--- config.mk ---
export PLATFORM = sky130hd
export DESIGN_NAME = sfc_xform_lane
export DESIGN_NICKNAME = d
export VERILOG_FILES = /design/src/design/sfc_pkg.sv /design/src/design/sfc_xform_lane.sv
export SDC_FILE = /design/constraint.sdc
export NUM_CORES = 2
export LEC_CHECK = 0
export BUFFER_PORTS_ARGS = -buffer_cell sky130_fd_sc_hd__buf_2
export CAP_MARGIN = 0
export CORE_MARGIN = 1.5
export CORE_UTILIZATION = 65
export DETAILED_ROUTE_END_ITERATION = 8
export PLACE_DENSITY = 0.86
export REMOVE_ABC_BUFFERS = 1
export SETUP_SLACK_MARGIN = 0.1
export SYNTH_ARGS = -nofsm -noshare
export SYNTH_HDL_FRONTEND = slang
export SYNTH_SLANG_ARGS = --single-unit
--- constraint.sdc ---
create_clock -name i_clk -period 15.8 [get_ports i_clk]
set_input_delay 1.58 -clock i_clk [delete_from_list [all_inputs] [get_ports i_clk]]
set_output_delay 1.58 -clock i_clk [all_outputs]
set_load 0.03 [all_outputs]
--- src/design/sfc_pkg.sv ---
`timescale 1ns / 1ps
// sfc_pkg: shared constants, register indexes and types for the sphere cull core.
// No dependencies; imported by sfc_xform_lane, sphere_frustum_cull_test_core and tb.
package sfc_pkg;

    // default field widths
    localparam int POS_WIDTH_DEF  = 20;
    localparam int COEF_WIDTH_DEF = 16;

    // config port
    localparam int CFG_DATA_W   = 64;
    localparam int CFG_ADDR_W   = 3;
    localparam int NUM_CFG_REGS = 7;

    typedef logic [CFG_ADDR_W-1:0] t_cfg_addr;
    typedef logic [CFG_DATA_W-1:0] t_cfg_word;

    localparam t_cfg_addr REG_ROT_COL_X      = 3'd0;
    localparam t_cfg_addr REG_ROT_COL_Y      = 3'd1;
    localparam t_cfg_addr REG_ROT_COL_Z      = 3'd2;
    localparam t_cfg_addr REG_VIEW_TRANS     = 3'd3;
    localparam t_cfg_addr REG_SIDE_PLANES_LR = 3'd4;
    localparam t_cfg_addr REG_SIDE_PLANES_TB = 3'd5;
    localparam t_cfg_addr REG_NEAR_FAR       = 3'd6;

    // reset values: identity rotation, everything else zero
    localparam t_cfg_word ROT_COL_X_RST      = 64'h0000_0000_0000_4000;
    localparam t_cfg_word ROT_COL_Y_RST      = 64'h0000_0000_4000_0000;
    localparam t_cfg_word ROT_COL_Z_RST      = 64'h0000_4000_0000_0000;
    localparam t_cfg_word VIEW_TRANS_RST     = 64'h0;
    localparam t_cfg_word SIDE_PLANES_LR_RST = 64'h0;
    localparam t_cfg_word SIDE_PLANES_TB_RST = 64'h0;
    localparam t_cfg_word NEAR_FAR_RST       = 64'h0;

    // output beat is the single visible flag, padded to a byte
    localparam int OUT_TDATA_W = 8;

    // load enables for the three transform stages inside a lane
    typedef struct packed {
        logic en_s1;
        logic en_s2;
        logic en_s3;
    } t_lane_ctl;

endpackage

--- src/design/sfc_xform_lane.sv ---
`timescale 1ns / 1ps
// sfc_xform_lane: one view-space coordinate, three register stages
// (products, partial sums, final sum / bypass / optional negate). Uses sfc_pkg.
module sfc_xform_lane #(
    parameter int POS_WIDTH  = sfc_pkg::POS_WIDTH_DEF,
    parameter int COEF_WIDTH = sfc_pkg::COEF_WIDTH_DEF,
    parameter bit NEGATE     = 1'b0
) (
    input  logic                                 i_clk,
    input  sfc_pkg::t_lane_ctl                   i_ctl,
    input  logic signed [POS_WIDTH-1:0]          i_pos_x,
    input  logic signed [POS_WIDTH-1:0]          i_pos_y,
    input  logic signed [POS_WIDTH-1:0]          i_pos_z,
    input  logic signed [POS_WIDTH-1:0]          i_pos_own,
    input  logic                                 i_view,
    input  logic signed [COEF_WIDTH-1:0]         i_coef_x,
    input  logic signed [COEF_WIDTH-1:0]         i_coef_y,
    input  logic signed [COEF_WIDTH-1:0]         i_coef_z,
    input  logic signed [POS_WIDTH-1:0]          i_trans,
    output logic signed [POS_WIDTH+COEF_WIDTH:0] o_coord
);
    import sfc_pkg::*;

    localparam int FRAC = COEF_WIDTH - 2;
    localparam int PW   = POS_WIDTH + COEF_WIDTH;
    localparam int VW   = PW + 1;

    // stage 1
    logic signed [PW-1:0]        r_p0, r_p1, r_p2;
    logic signed [POS_WIDTH-1:0] r_own1;
    logic                        r_view1;
    // stage 2
    logic signed [VW-1:0]        r_s01, r_s2t;
    logic signed [POS_WIDTH-1:0] r_own2;
    logic                        r_view2;
    // stage 3
    logic signed [VW-1:0]        r_coord;

    logic signed [VW-1:0] n_sel;
    logic signed [VW-1:0] n_coord;

    always_ff @(posedge i_clk) begin
        if (i_ctl.en_s1) begin
            r_p0    <= PW'(i_coef_x) * PW'(i_pos_x);
            r_p1    <= PW'(i_coef_y) * PW'(i_pos_y);
            r_p2    <= PW'(i_coef_z) * PW'(i_pos_z);
            r_own1  <= i_pos_own;
            r_view1 <= i_view;
        end
        if (i_ctl.en_s2) begin
            r_s01   <= VW'(r_p0) + VW'(r_p1);
            // translation must stay static while beats are in flight; the lane does not enforce it
            r_s2t   <= VW'(r_p2) + (VW'(i_trans) <<< FRAC);
            r_own2  <= r_own1;
            r_view2 <= r_view1;
        end
        if (i_ctl.en_s3) begin
            r_coord <= n_coord;
        end
    end

    always_comb begin
        if (r_view2) begin
            n_sel = VW'(r_own2) <<< FRAC;
        end else begin
            n_sel = r_s01 + r_s2t;
        end
        n_coord = NEGATE ? -n_sel : n_sel;
    end

    assign o_coord = r_coord;

endmodule

Word level (Yosys, flattened, before mapping)
Cells that the tools add are included.
{"block": "totals", "elab_cells": 18, "ff_bits": 261, "input_bits": 153, "output_inout_bits": 37}
{"block": "op_classes", "n_mul": 3, "mux": 1, "add_sub_neg": 3}
{"op": "$mul A16 B20 Y36", "count": 3}
{"op": "$add A36 B34 Y37", "count": 1}
{"op": "$add A36 B36 Y37", "count": 1}
{"op": "$add A37 B37 Y37", "count": 1}
{"op": "$mux W37", "count": 1}

Logic depth before layout (Yosys ltp)
{"block": "logic_depth", "ltp_word": 2, "ltp_mapped": 25, "mapped_depth_nobuf": 24}

Least setup slack after synthesis
Ideal clock, no wire load.
{"block": "synth_timing", "path_kind": "input -> register", "start": "in i_coef_y[8]", "end": "reg r_p1[34], data pin", "required_time_ns": 15.538, "path_stages": 24, "t_arrival_ns": 7.228, "slack_ns": 8.311, "setup_time_ns": 0.262, "cell_sequence": "clkbuf_1 -> buf_1 -> nand2_1 -> fa_1 -> inv_1 -> fa_1 -> inv_1 -> fa_1 -> inv_1 -> fa_1 -> fa_1 -> inv_1 -> fa_1 -> inv_1 -> ha_1 -> and4_1 -> and3_1 -> a221oi_2 -> o21ai_1 -> a31o_2 -> a21oi_2 -> o21a_1 -> o21ai_1 -> xor2_1"}
{"block": "synth_between", "elab_chain_len": 1}
{"element": "start: declaration", "line": "sfc_xform_lane.sv:17", "text": "input logic signed [COEF_WIDTH-1:0] i_coef_y,"}
{"element": "$mul A16 B20 Y36", "line": "sfc_xform_lane.sv:45", "text": "r_p1 <= PW'(i_coef_y) * PW'(i_pos_y);"}
{"element": "end signal: assignment", "line": "sfc_xform_lane.sv:45"}
{"element": "end: declaration", "line": "sfc_xform_lane.sv:29", "text": "logic signed [PW-1:0] r_p0, r_p1, r_p2;"}
Every way passes these cells.
A chain may end at the register's enable or synchronous reset.

Worst setup path after layout
{"block": "layout_timing", "start": "in i_coef_z[15]", "end": "reg r_p2[35], data pin"}
{"block": "layout_between", "elab_chain_len": 1}
{"element": "start: declaration", "line": "sfc_xform_lane.sv:18", "text": "input logic signed [COEF_WIDTH-1:0] i_coef_z,"}
{"element": "$mul A16 B20 Y36", "line": "sfc_xform_lane.sv:46", "text": "r_p2 <= PW'(i_coef_z) * PW'(i_pos_z);"}
{"element": "end signal: assignment", "line": "sfc_xform_lane.sv:46"}
{"element": "end: declaration", "line": "sfc_xform_lane.sv:29"}
Every way passes these cells.

==> metrics.yaml <==
status: "finished clean"
drtPass1Iterations: 5
required_ns: 16.08
initial_core_util_pct: 65.62
syn_avg_cell_area_um2: 9.847
synth_top_area_share_pct: 40.02
post-cts-setup-buffers: 0
postSynthCellCount: 4862
tightest_slew_ns: 0.9395
grt_max_degree: 75
ys_types: 84
hold_path.startpoint: "r_p2[2]"
max_freq_mhz: 127.9
fillCellCount: 5147
grt_antenna_before_repair: 23
grt_pass1_vias: 35880
grt_usage_pct: 29.93
cts_buffers: 27
tns_ns: 0
vias: 33920
clk_latency_ns: 0.54
cts_resized: 0
final_antenna_net_count: 0
drc: 0
drive_gt1_share_pct: 5.444
arrival_ns: 8.10
syn2layout_area_growth_pct: 5.127
slew_violations: 0
fp.dieH_um: 274.4
clkTransAtPathRegs_ns: 0.06
io_pins: 190
root_buffer: "clkbuf_16"
syn_area_mm2: 0.04788
nets: 6394
wl_per_cell_um: 18.45
cap_violations: 0
rsz0062_at_grt: "false"
period_share_pct: 49.47
startpoint: "i_coef_z[15]"
cp_max_fo: 17
routed_via_density: 5.730
hold_violations: 0
cts-hold-fix-buffers: 0
die-area_mm2: 0.07530
htreeDepth: 1
endpoint_kind: "flop"
critical_path.startpoint_type: "input pin"
ys_ff_latch: 261
cts_tree: "yes"
yosysSeqAreaShare_pct: 16.37
clockBufferDepth: 3
async_reset_ff_share_pct: 0
setup_viol: 0
grt_pass1_wl_mm: 178.6
min_path_type: "flop to flop"
crit_type: "input pin to flop"
slew_headroom_pct: 37.37
io_buffers: 189
wl_mm: 109.2
rows: 99
coreArea_mm2: 0.07296
cts.sinks: 261
yosys_warnings: 0
synth.largest_area_cell: "fa_1"
synthTopCellsByArea: "fa_1 (40%), edfxtp_1 (16%), ha_1 (9.5%)"
skew_ns: 0.01363
dp_hpwl_mm: 88.12
drtIter0Drc: 2551
r2r_start: "r_s01[0]"
period_minus_slack_ns: 7.816
fp.dieW_um: 274.4
grt-ovfl-total: 0
gp_congestion: 0.9531
synth_edf_count: 261
synthFlopType: "edfxtp_1"
==> metal layers <==
| layer | wire length [µm] | track usage, % | up-vias |
|---|---|---|---|
| met2 | 54570 | 50.53 | 1458 |
| met1 | 41390 | 39.65 | 17150 |
| met4 | 4734 | 11.63 | 8 |
| met5 | 49 | 0 | - |
| met3 | 8493 | 3.766 | 294 |
| li1 | - | - | 15000 |
==> state kept, by name (all words and copies together), names as in the netlist <==
register  flops
r_s01        37
r_p2         36
r_p0         36
r_p1         36
r_own1       20
r_view1       1
r_s2t        37
r_view2       1
o_coord      37
r_own2       20
==> worst max-delay path, stage by stage <==
cell and delay [ns]:
buf_2 0.14, clkinv_1 0.48, nor2_1 0.30, fa_1 0.46, fa_1 0.51, fa_1 0.42
fa_1 0.45, fa_1 0.51, inv_1 0.05, fa_1 0.47, inv_1 0.04, ha_1 0.35
a211o_1 0.35, nor4_1 0.34, a21oi_1 0.25, a2bb2oi_1 0.27, a21oi_1 0.18, a31oi_1 0.30
a21oi_1 0.14, o41a_1 0.34, xnor2_1 0.13
==> cell type report <==
type | instances | area (µm²) | share of cell area (%)
antenna | 19 | 47.55 | 0.09446
clock buffer | 33 | 698.2 | 1.387
clock inverter | 17 | 143.9 | 0.2859
inverter | 1084 | 4069 | 8.084
multi-input combinational | 3354 | 35360 | 70.25
sequential | 261 | 7838 | 15.57
tap | 959 | 1200 | 2.384
timing repair buffer | 192 | 977.2 | 1.941
==> logic make-up (layout without fill, tap and decap cells) <==
family | after synthesis | count (layout) | share of synthesized area (%)
AOI/OAI and AO/OA | 500 | 500 | 6.878
other | 0 | 19 | 0
and+or+nand+nor | 1341 | 1341 | 13.92
DFF | 261 | 261 | 16.37
xor gates and xnor gates | 189 | 189 | 3.457
buffers and inverters | 1247 | 1326 | 9.777
adders and majority gates | 1321 | 1321 | 49.53
muxes | 3 | 3 | 0.06794
==> final timing paths <==
check	to	slack, ns	depth (start not counted)
setup reg to reg	o_coord[24]	11.98	13
setup / recovery	r_p2[35]	7.98	21
hold / removal	r_s2t[2]	0.42	0
hold reg to reg	r_s2t[2]	0.42	0
==> per-stage QoR <==
stage / hold WS, ns / cell area (µm²) / setup slack (ns) / util [%] / std cells
2_1_floorplan: 0.4003 / 47270 / 8.585 / - / 4699
3_3_place_gp: 0.4008 / 49440 / 7.885 / 67.77 / 5850
3_5_place_dp: 0.4045 / 49440 / 7.675 / 67.77 / 5850
4_1_cts: 0.4180 / 50280 / 8.199 / 68.92 / 5900
5_1_grt: 0.4169 / 50330 / 7.730 / 68.99 / 5919
6_report: 0.4173 / 50330 / 7.984 / 68.99 / 5919
==> synthesized netlist by cell type (all sizes together), types with 71 or more instances <==
library cell  count
a21o             71
a21oi           145
and2            452
clkbuf          158
edfxtp          261
fa              957
ha              364
inv            1083
nand2           548
nor2            134
o21ai           119
xnor2           140
==> cells in the final DEF (no fill, tap or decap), types with 32 or more instances in the layout <==
master	count
nand2b_1	45
a21o_1	70
nor3_1	32
edfxtp_1	261
o21ai_0	97
and2_1	452
xor2_1	49
fa_1	957
xnor2_1	140
a21oi_1	140
inv_1	1083
ha_1	364
nor2_1	134
buf_2	187
nand2_1	548
Power is left out: the tool's default activity adds up to more than one toggle a clock period on the data nets, which glitch-free logic cannot reach.
